==> config.mk <==
export PLATFORM = sky130hd
export DESIGN_NAME = spi_packet_framer_xor_check_top_flat
export DESIGN_NICKNAME = d
export VERILOG_FILES = /design/src/rtl/spf_pkg.sv /design/src/rtl/spf_req_if.sv /design/src/rtl/spf_rsp_if.sv /design/src/rtl/spf_step.sv /design/src/rtl/spf_outbuf.sv /design/src/rtl/spi_packet_framer_xor_check_top.sv /design/src/flat_wrapper.sv
export SDC_FILE = /design/constraint.sdc
export NUM_CORES = 1
export LEC_CHECK = 0
export BUFFER_PORTS_ARGS = -buffer_cell sky130_fd_sc_hd__buf_2
export CAP_MARGIN = 20
export CORE_MARGIN = 5
export CORE_UTILIZATION = 40
export CTS_BUF_LIST = sky130_fd_sc_hd__clkbuf_4
export DETAILED_ROUTE_END_ITERATION = 16
export GPL_TIMING_DRIVEN = 0
export PLACE_DENSITY = 0.55
export SKIP_LAST_GASP = 1
export SLEW_MARGIN = 5
export SYNTH_ARGS = -nofsm -noshare
export SYNTH_HDL_FRONTEND = slang
export SYNTH_SLANG_ARGS = --single-unit
==> constraint.sdc <==
create_clock -name clk -period 3.75 [get_ports clk]
set_clock_uncertainty 0.1 [all_clocks]
set_input_delay 0.75 -clock clk [delete_from_list [all_inputs] [get_ports clk]]
set_output_delay 0.75 -clock clk [all_outputs]
set_load 0.02 [all_outputs]
==> src/rtl/spf_pkg.sv <==
// spf_pkg: constants, payload types and frame codes for the SPI packet framer.
// No dependencies; the files that use it refer to it by scoped names.
`timescale 1ns / 1ps

package spf_pkg;

    // Frame constants
    localparam logic [6:0] MAX_LEN   = 7'd64;
    localparam logic [7:0] CMD_BYTE  = 8'hF0;
    localparam logic [7:0] XOR_TAIL  = 8'h5F;
    localparam logic [7:0] TYPE_FLAG = 8'h80;
    localparam logic [7:0] HDR_SLOTS = 8'd2;

    // Operation codes
    localparam logic OP_WRITE = 1'b0;
    localparam logic OP_READ  = 1'b1;

    // Results one item can cause, and a count able to hold that number
    localparam int RES_MAX = 4;
    localparam int CNT_W   = $clog2(RES_MAX + 1);

    typedef struct packed {
        logic [7:0] out_byte;
        logic       last;
        logic       check_ok;
        logic       length_error;
    } result_t;

    typedef result_t [RES_MAX-1:0] res_vec_t;

    // Transaction state carried from item to item
    typedef struct packed {
        logic [7:0] slot_index;
        logic [7:0] running_xor;
        logic [6:0] held_length;
        logic       held_operation;
        logic       busy;
    } state_t;

    // Results of one item, handed to the output buffer
    typedef struct packed {
        res_vec_t         res;
        logic [CNT_W-1:0] cnt;
    } bundle_t;

endpackage

==> src/rtl/spf_req_if.sv <==
// spf_req_if: input channel of the framer, valid/ready plus one item.
// Depends on spf_pkg for nothing but kept in the same house style.
`timescale 1ns / 1ps

interface spf_req_if;
    logic       valid;
    logic       ready;
    logic       operation;
    logic [6:0] length;
    logic [7:0] data;
    logic       first;

    modport source (output valid, output operation, output length, output data,
                    output first, input ready);
    modport sink   (input valid, input operation, input length, input data,
                    input first, output ready);
endinterface

==> src/rtl/spf_rsp_if.sv <==
// spf_rsp_if: result channel of the framer, valid/ready plus one result item.
// Standalone; no package dependency.
`timescale 1ns / 1ps

interface spf_rsp_if;
    logic       valid;
    logic       ready;
    logic [7:0] out_byte;
    logic       last;
    logic       check_ok;
    logic       length_error;

    modport source (output valid, output out_byte, output last, output check_ok,
                    output length_error, input ready);
    modport sink   (input valid, input out_byte, input last, input check_ok,
                    input length_error, output ready);
endinterface

==> src/rtl/spf_step.sv <==
// spf_step: combinational per-item logic; next transaction state and the
// results (up to four) one item causes. Depends on spf_pkg.
`timescale 1ns / 1ps

module spf_step (
    input  spf_pkg::state_t  state,
    input  logic             operation,
    input  logic [6:0]       length,
    input  logic [7:0]       data,
    input  logic             first,
    output spf_pkg::state_t  state_next,
    output spf_pkg::bundle_t bundle
);

    always_comb
    begin
        spf_pkg::state_t          s;
        spf_pkg::res_vec_t        res;
        logic [spf_pkg::CNT_W-1:0] n;
        logic                     done;
        logic [7:0]               type_byte;
        logic [7:0]               slot_inc;

        s         = state;
        res       = '0;
        n         = '0;
        done      = 1'b0;
        type_byte = spf_pkg::TYPE_FLAG | {1'b0, length};
        slot_inc  = state.slot_index + 8'd1;

        // Start of a transaction: header or rejection
        if (first)
        begin
            s.busy = 1'b0;
            s.slot_index = '0;
            if (length == 7'd0 || length > spf_pkg::MAX_LEN)
            begin
                res[0].length_error = 1'b1;
                res[0].last         = 1'b1;
                n    = spf_pkg::CNT_W'(1);
                done = 1'b1;
            end
            else
            begin
                s.held_length    = length;
                s.held_operation = operation;
                s.busy           = 1'b1;
                if (operation == spf_pkg::OP_WRITE)
                begin
                    s.running_xor    = spf_pkg::CMD_BYTE ^ type_byte;
                    res[0].out_byte  = spf_pkg::CMD_BYTE;
                    res[1].out_byte  = type_byte;
                    n = spf_pkg::CNT_W'(2);
                end
                else
                begin
                    s.running_xor = {1'b0, length};
                end
            end
            slot_inc = 8'd1;
        end

        // Body of the open transaction
        if (!done && s.busy)
        begin
            if (s.held_operation == spf_pkg::OP_WRITE)
            begin
                s.running_xor = s.running_xor ^ data;
                res[n[1:0]].out_byte = data;
                n = n + spf_pkg::CNT_W'(1);
                s.slot_index = slot_inc;
                if (slot_inc >= {1'b0, s.held_length})
                begin
                    res[n[1:0]].out_byte = s.running_xor ^ spf_pkg::XOR_TAIL;
                    res[n[1:0]].last     = 1'b1;
                    n = n + spf_pkg::CNT_W'(1);
                    s.busy       = 1'b0;
                    s.slot_index = '0;
                end
            end
            else
            begin
                if (s.slot_index < spf_pkg::HDR_SLOTS)
                begin
                    s.slot_index = s.slot_index + 8'd1;
                end
                else if (s.slot_index < {1'b0, s.held_length} + spf_pkg::HDR_SLOTS)
                begin
                    s.running_xor = s.running_xor ^ data;
                    res[n[1:0]].out_byte = data;
                    n = n + spf_pkg::CNT_W'(1);
                    s.slot_index = s.slot_index + 8'd1;
                end
                else
                begin
                    // Check byte: verdict result closes the transaction
                    res[n[1:0]].last     = 1'b1;
                    res[n[1:0]].check_ok =
                        (data == (s.running_xor ^ spf_pkg::XOR_TAIL));
                    n = n + spf_pkg::CNT_W'(1);
                    s.busy       = 1'b0;
                    s.slot_index = '0;
                end
            end
        end

        state_next = s;
        bundle.res = res;
        bundle.cnt = n;
    end

endmodule

==> src/rtl/spf_outbuf.sv <==
// spf_outbuf: result register holding one item's results, shifted out one per
// cycle on the result channel rsp while rsp.ready is high. Depends on spf_pkg and spf_rsp_if.
`timescale 1ns / 1ps

module spf_outbuf (
    input  logic              clk,
    input  logic              rst_n,
    input  logic              load,
    input  spf_pkg::bundle_t  bundle,
    output logic              can_load,
    spf_rsp_if.source         rsp
);

    spf_pkg::res_vec_t         res_reg;
    spf_pkg::res_vec_t         res_next;
    logic [spf_pkg::CNT_W-1:0] cnt_reg;
    logic [spf_pkg::CNT_W-1:0] cnt_next;
    logic                      fire;

    assign fire     = rsp.valid && rsp.ready;
    assign can_load = (cnt_reg == '0) ||
                      (cnt_reg == spf_pkg::CNT_W'(1) && rsp.ready);

    // Load a new set or shift the head out
    always_comb
    begin
        res_next = res_reg;
        cnt_next = cnt_reg;
        if (load)
        begin
            res_next = bundle.res;
            cnt_next = bundle.cnt;
        end
        else if (fire)
        begin
            for (int i = 0; i < spf_pkg::RES_MAX - 1; i++)
            begin
                res_next[i] = res_reg[i+1];
            end
            cnt_next = cnt_reg - spf_pkg::CNT_W'(1);
        end
    end

    always_ff @(posedge clk or negedge rst_n)
    begin
        if (!rst_n)
        begin
            cnt_reg <= '0;
        end
        else
        begin
            cnt_reg <= cnt_next;
        end
    end

    always_ff @(posedge clk)
    begin
        res_reg <= res_next;
    end

    assign rsp.valid        = (cnt_reg != '0);
    assign rsp.out_byte     = res_reg[0].out_byte;
    assign rsp.last         = res_reg[0].last;
    assign rsp.check_ok     = res_reg[0].check_ok;
    assign rsp.length_error = res_reg[0].length_error;

endmodule

==> src/rtl/spi_packet_framer_xor_check_top.sv <==
// spi_packet_framer_xor_check_top: frame builder and checker for a byte-wide
// SPI radio link. Depends on spf_pkg, spf_req_if, spf_rsp_if, spf_step,
// spf_outbuf.
//
// Usage:
//   req carries one item per handshake: operation, length, data, first.
//   first = 1 opens a transaction and samples operation and length. A write
//   transaction emits 0xF0, the type byte, the payload and a check byte on
//   rsp; a read transaction takes length+3 frame bytes, passes out the data
//   bytes and ends with a verdict item (last = 1, check_ok). A bad length
//   gives one item with length_error = 1.
// Latency: the first result of an item is on rsp the cycle after it is taken.
// Throughput: an item is taken every cycle while each causes at most one
//   result and rsp.ready is high; an item causing more holds req.ready
//   low while the single result register drains them, one per rsp handshake.
//   Items that cause no result wait like any other while two or more results
//   are still queued.
// Reset: rst_n clears the open transaction and empties the result register.
// Stall: when rsp.ready is low the result register holds and req.ready drops
//   once a second set of results would not fit.
`timescale 1ns / 1ps

module spi_packet_framer_xor_check_top (
    input  logic      clk,
    input  logic      rst_n,
    spf_req_if.sink   req,
    spf_rsp_if.source rsp
);

    spf_pkg::state_t  state_reg;
    spf_pkg::state_t  state_next;
    spf_pkg::state_t  step_state;
    spf_pkg::bundle_t bundle;
    logic             can_load;
    logic             accept;

    assign req.ready = can_load;
    assign accept    = req.valid && req.ready;

    // Per-item logic
    spf_step u_step (
        .state      (state_reg),
        .operation  (req.operation),
        .length     (req.length),
        .data       (req.data),
        .first      (req.first),
        .state_next (step_state),
        .bundle     (bundle)
    );

    // Transaction state
    assign state_next = accept ? step_state : state_reg;

    always_ff @(posedge clk or negedge rst_n)
    begin
        if (!rst_n)
        begin
            state_reg <= '0;
        end
        else
        begin
            state_reg <= state_next;
        end
    end

    // Result register and output serializer
    spf_outbuf u_outbuf (
        .clk      (clk),
        .rst_n    (rst_n),
        .load     (accept),
        .bundle   (bundle),
        .can_load (can_load),
        .rsp      (rsp)
    );

    // Checks
    a_idle_slot: assert property (@(posedge clk) disable iff (!rst_n)
        !state_reg.busy |-> state_reg.slot_index == 8'd0)
        else $error("slot index nonzero with no open transaction");

    a_slot_bound: assert property (@(posedge clk) disable iff (!rst_n)
        state_reg.busy |->
            state_reg.slot_index <= {1'b0, state_reg.held_length} + spf_pkg::HDR_SLOTS)
        else $error("slot index ran past the frame end");

    a_err_item: assert property (@(posedge clk) disable iff (!rst_n)
        rsp.valid && rsp.length_error |-> rsp.last && rsp.out_byte == 8'd0)
        else $error("length error item malformed");

    a_ok_last: assert property (@(posedge clk) disable iff (!rst_n)
        rsp.valid && rsp.check_ok |-> rsp.last && !rsp.length_error)
        else $error("check_ok outside the verdict item");

    a_load_room: assert property (@(posedge clk) disable iff (!rst_n)
        accept && rsp.valid |-> rsp.ready)
        else $error("item taken while results would be overwritten");

endmodule
==> src/flat_wrapper.sv <==
// flat-port wrapper written by rule: the top's interface ports become plain ports
module spi_packet_framer_xor_check_top_flat 
  (clk, rst_n, req_valid, req_operation, req_length, req_data, req_first, req_ready, rsp_valid, rsp_out_byte, rsp_last, rsp_check_ok, rsp_length_error, rsp_ready);
  spf_req_if req_i ();
  spf_rsp_if rsp_i ();
  input  logic clk;
  input  logic rst_n;
  input wire logic [$bits(req_i.valid)-1:0] req_valid;
  input wire logic [$bits(req_i.operation)-1:0] req_operation;
  input wire logic [$bits(req_i.length)-1:0] req_length;
  input wire logic [$bits(req_i.data)-1:0] req_data;
  input wire logic [$bits(req_i.first)-1:0] req_first;
  output wire logic [$bits(req_i.ready)-1:0] req_ready;
  output wire logic [$bits(rsp_i.valid)-1:0] rsp_valid;
  output wire logic [$bits(rsp_i.out_byte)-1:0] rsp_out_byte;
  output wire logic [$bits(rsp_i.last)-1:0] rsp_last;
  output wire logic [$bits(rsp_i.check_ok)-1:0] rsp_check_ok;
  output wire logic [$bits(rsp_i.length_error)-1:0] rsp_length_error;
  input wire logic [$bits(rsp_i.ready)-1:0] rsp_ready;
  assign req_i.valid = req_valid;
  assign req_i.operation = req_operation;
  assign req_i.length = req_length;
  assign req_i.data = req_data;
  assign req_i.first = req_first;
  assign req_ready = req_i.ready;
  assign rsp_valid = rsp_i.valid;
  assign rsp_out_byte = rsp_i.out_byte;
  assign rsp_last = rsp_i.last;
  assign rsp_check_ok = rsp_i.check_ok;
  assign rsp_length_error = rsp_i.length_error;
  assign rsp_i.ready = rsp_ready;
  spi_packet_framer_xor_check_top u_core (.clk(clk), .rst_n(rst_n), .req(req_i), .rsp(rsp_i));
endmodule
==> implementation parameters <==
Parameter                              Value

Layout
  Register cell area after layout ... 1932 sq um
  Final-layout fill cell count ... 1,335
  Multi-input combinational cell area ... 3789 sq um
  Synth-to-layout area growth ... 27.64%
  Antenna diode count ... 0
  Final Core Density ... 51.64%
  Cell area after layout ... 7112 sq um
  Layout cell share with drive strength beyond 1 ... 29.89%
  Layout net count ... 779
  Flip-flop count of the largest register, all copies and words added ... 30
  Number of cells in the finished layout apart from fillers ... 916

Outcome
  Run status ... finished with violations
  Failing checks ... negative setup slack

Flow run
  Number of violations of the max-capacitance limit ... 0

Detailed routing
  Wire length reported by the detailed router ... 20,480 microns
  Drt drc ... 0
  DR vias/cell ... 6.205
  Remaining antenna violation count ... 0
  Total number of vias ... 5,684
  First-pass iteration count of the detailed router ... 6
  Starting DRT DRC Count ... 714
  Routed wire per std cell ... 22.36 microns

Clocking
  Buffer type at the clock tree root ... clkbuf_4
  Worst skew pair latency ... 0.48 ns
  Number of clock sinks ... 69
  Total number of H-tree levels ... 3
  CTS clk-pin slew, worst paths ... 0.14 ns
  CTS tree ... built
  CTS Buffer Depth ... 2
  CTS Buf Count ... 9

Synth
  Mean area per synthesized cell ... 8.802 sq um
  Distinct cell type count of the synthesized netlist ... 79
  Net count after synthesis ... 681
  Post-synth ARST share ... 40.58%
  Number of flops mapped to enable cells by yosys ... 41
  Cells after Synth ... 633
  Sequential area share after synthesis ... 34.67%
  Post-synthesis instance area ... 5572 sq um
  Count of state elements after synthesis ... 69
  Count of yosys warnings during synthesis ... 0
  Most used flip-flop cell after synthesis ... edfxtp_1

Global route
  Largest net degree at the start of global routing ... 37
  Total global routing overflow ... 0
  Antenna violations before repair ... 0
  Number of global-route vias before repair ... 5,406
  Total track usage ... 25.22%
  First-pass GRT wire length ... 31,570 microns

Critical path
  Chain of cells forming the critical path ... buf_12 -> or4_4 -> or4b_4 -> nand3_4 -> nand3b_1 -> or3_4 -> ha_4 -> o211ai_1 -> o21ai_2 -> o21ai_4 -> a22o_1 -> buf_8 -> and2_4 -> a21o_1 -> a22o_1
  Crit-path max cell delay ... 0.58 ns
  CP required ... 3.89 ns
  Highest net fanout along the worst path ... 7
  Most common cell on crit path ... a22o_1
  CP endpoint kind ... flip-flop
  Depth of the worst register-to-register path ... 13
  Worst path slowest cell ... or4_4
  Data arrival, critical path ... 4.18 ns
  Startpoint Class ... primary input
  Worst Setup Path Type ... primary input to flip-flop

STA
  Period utilization ... 107.6%
  Time the final worst path needs with I/O delays and setup ... 4.036 ns
  Final hold violation count ... 0
  Setup WS post-layout ... -0.2859 ns
  Max Slew Vio Count ... 0
  Highest attainable clock frequency ... 247.8 MHz
  Max-Slew Margin vs Limit ... 35.30%
  Slew of the pin with the lowest slew margin ... 0.9635 ns
  Number of endpoints failing setup at the final stage ... 57
  Hold slack ... 0.2054 ns
  RSZ-0062 raised after global routing ... true

Die
  Starting Density ... 40.45%
  Die Y-Extent ... 128.0 microns
  Die ar. ... 16,390 sq um
  Core region area ... 13,770 sq um
  Top-level port count ... 34
  Die width ... 128.0 microns
  Count of standard-cell rows ... 43

Place
  Port bufs ... 29
  Inst Count DP ... 842
  Final RePlAce weighted congestion ... 0.9653
  Placed inst area ... 5996 sq um
  DP Wirelength ... 14,250 microns

Power
  Leakage Power ... 0.002937 uW
  Max IR drop VDD ... 0.2535 mV
  Pwr dens ... 519.0 nW/um^2

Hold path
  Hold/Removal Path Class ... primary input to async pin
-- stage by stage --
stage,setup WS [ns],TNS [ns],power (uW)
after floorplan,-0.7134,-29.55,2333
after global routing,-0.3852,-13.90,3909
after CTS,-0.2177,-4.320,3510
after detailed placement,-1.800,-89.81,2819
final,-0.2859,-7.873,3691
after global placement,-1.827,-91.16,2793
-- what timing repair did --
action                     in CTS  in global routing
pin swaps                      25                 40
hold buffers                    0                  0
setup buffers                  35                 22
setup endpoints to repair      60                 60
gates resized for setup        56                 72
cloned                          2                  0
-- critical path: cells and delay by family --
family | cells | cell delay (ns)
and+or+nand+nor | 6 | 1.88
AOI/OAI and AO/OA | 6 | 1.00
adders and majority gates | 1 | 0.29
buffers and inverters | 2 | 0.24
-- synthesized netlist by cell type (15+ instances only) --
master,instances,share of area (%)
clkbuf_1,29,2.0
a31oi_1,18,2.0
nand2_1,76,5.1
nand3_1,24,2.2
inv_1,15,1.0
nor2_1,31,2.1
a21oi_1,34,3.1
ha_1,27,6.1
o21ai_0,37,3.3
dfrtp_1,28,13
mux2i_1,20,3.6
nor3_1,15,1.3
edfxtp_1,41,22
-- where the power goes --
group          internal (uW)  switching (uW)  leakage, uW
combinational            783            1160      0.00211
clock                    204             313    0.0000729
sequential              1100             132     0.000754
-- placed cells by master, fill, tap and decap left out, types with 16 or more instances in the layout --
master,count
mux2i_1,16
dfrtp_1,28
ha_1,24
buf_2,29
nand2_1,69
nor2_1,26
o21ai_0,23
buf_4,50
clkbuf_1,21
edfxtp_1,41
nand3_1,21
a31oi_1,17
a21oi_1,26
buf_6,19
-- routing by layer --
layer	wire length, microns	vias to the layer above	part of all wire (%)	track usage, %
met5	0	-	0	0
met4	573	0	2.8	8.614
met3	1730	50	8.4	6.250
met2	9001	273	44	36.69
met1	9176	2785	45	36.45
li1	-	2576	-	-
-- path summary, 6_finish.rpt --
| check | startpoint | slack (ns) | end |
|---|---|---|---|
| hold reg to reg | u_core.u_outbuf.cnt_reg[1]$_DFFE_PN0P_ | 0.44 | u_core.u_outbuf.cnt_reg[1]$_DFFE_PN0P_ |
| max in group asynchronous | rst_n | 2.86 | u_core.u_outbuf.cnt_reg[2]$_DFFE_PN0P_ |
| min in group clk | u_core.u_outbuf.cnt_reg[1]$_DFFE_PN0P_ | 0.44 | u_core.u_outbuf.cnt_reg[1]$_DFFE_PN0P_ |
| setup reg to reg | u_core.state_reg[3]$_DFFE_PN0P_ | 0.27 | u_core.u_outbuf.res_reg[31]$_DFFE_PP_ |
| hold / removal | rst_n | 0.21 | u_core.state_reg[15]$_DFFE_PN0P_ |
| setup / recovery | req_length[3] | -0.29 | u_core.u_outbuf.res_reg[31]$_DFFE_PP_ |
-- cell families (layout without fill, tap and decap cells) --
logic type / Yosys count / count (layout) / synth area share, %
flip-flops: 69 / 69 / 34.67
XOR/XNOR: 17 / 17 / 2.807
adder cells (fa/ha/maj): 27 / 27 / 6.063
AND/OR/NAND/NOR: 236 / 237 / 21.99
multiplexers: 27 / 27 / 5.008
buffers and inverters: 63 / 165 / 5.367
AO/OA/AOI/OAI: 194 / 194 / 24.10
-- area by class of cell --
cell class | instances | share of cell area [%]
multi-input cells | 502 | 53.27
flip-flops and latches | 69 | 27.16
repair buffers | 88 | 9.852
plain buffers | 45 | 3.871
well taps | 180 | 3.167
clock buffers | 10 | 1.056
inverters | 16 | 0.8445
clock inverters | 6 | 0.7741
Power figures use the tool's default switching activity.
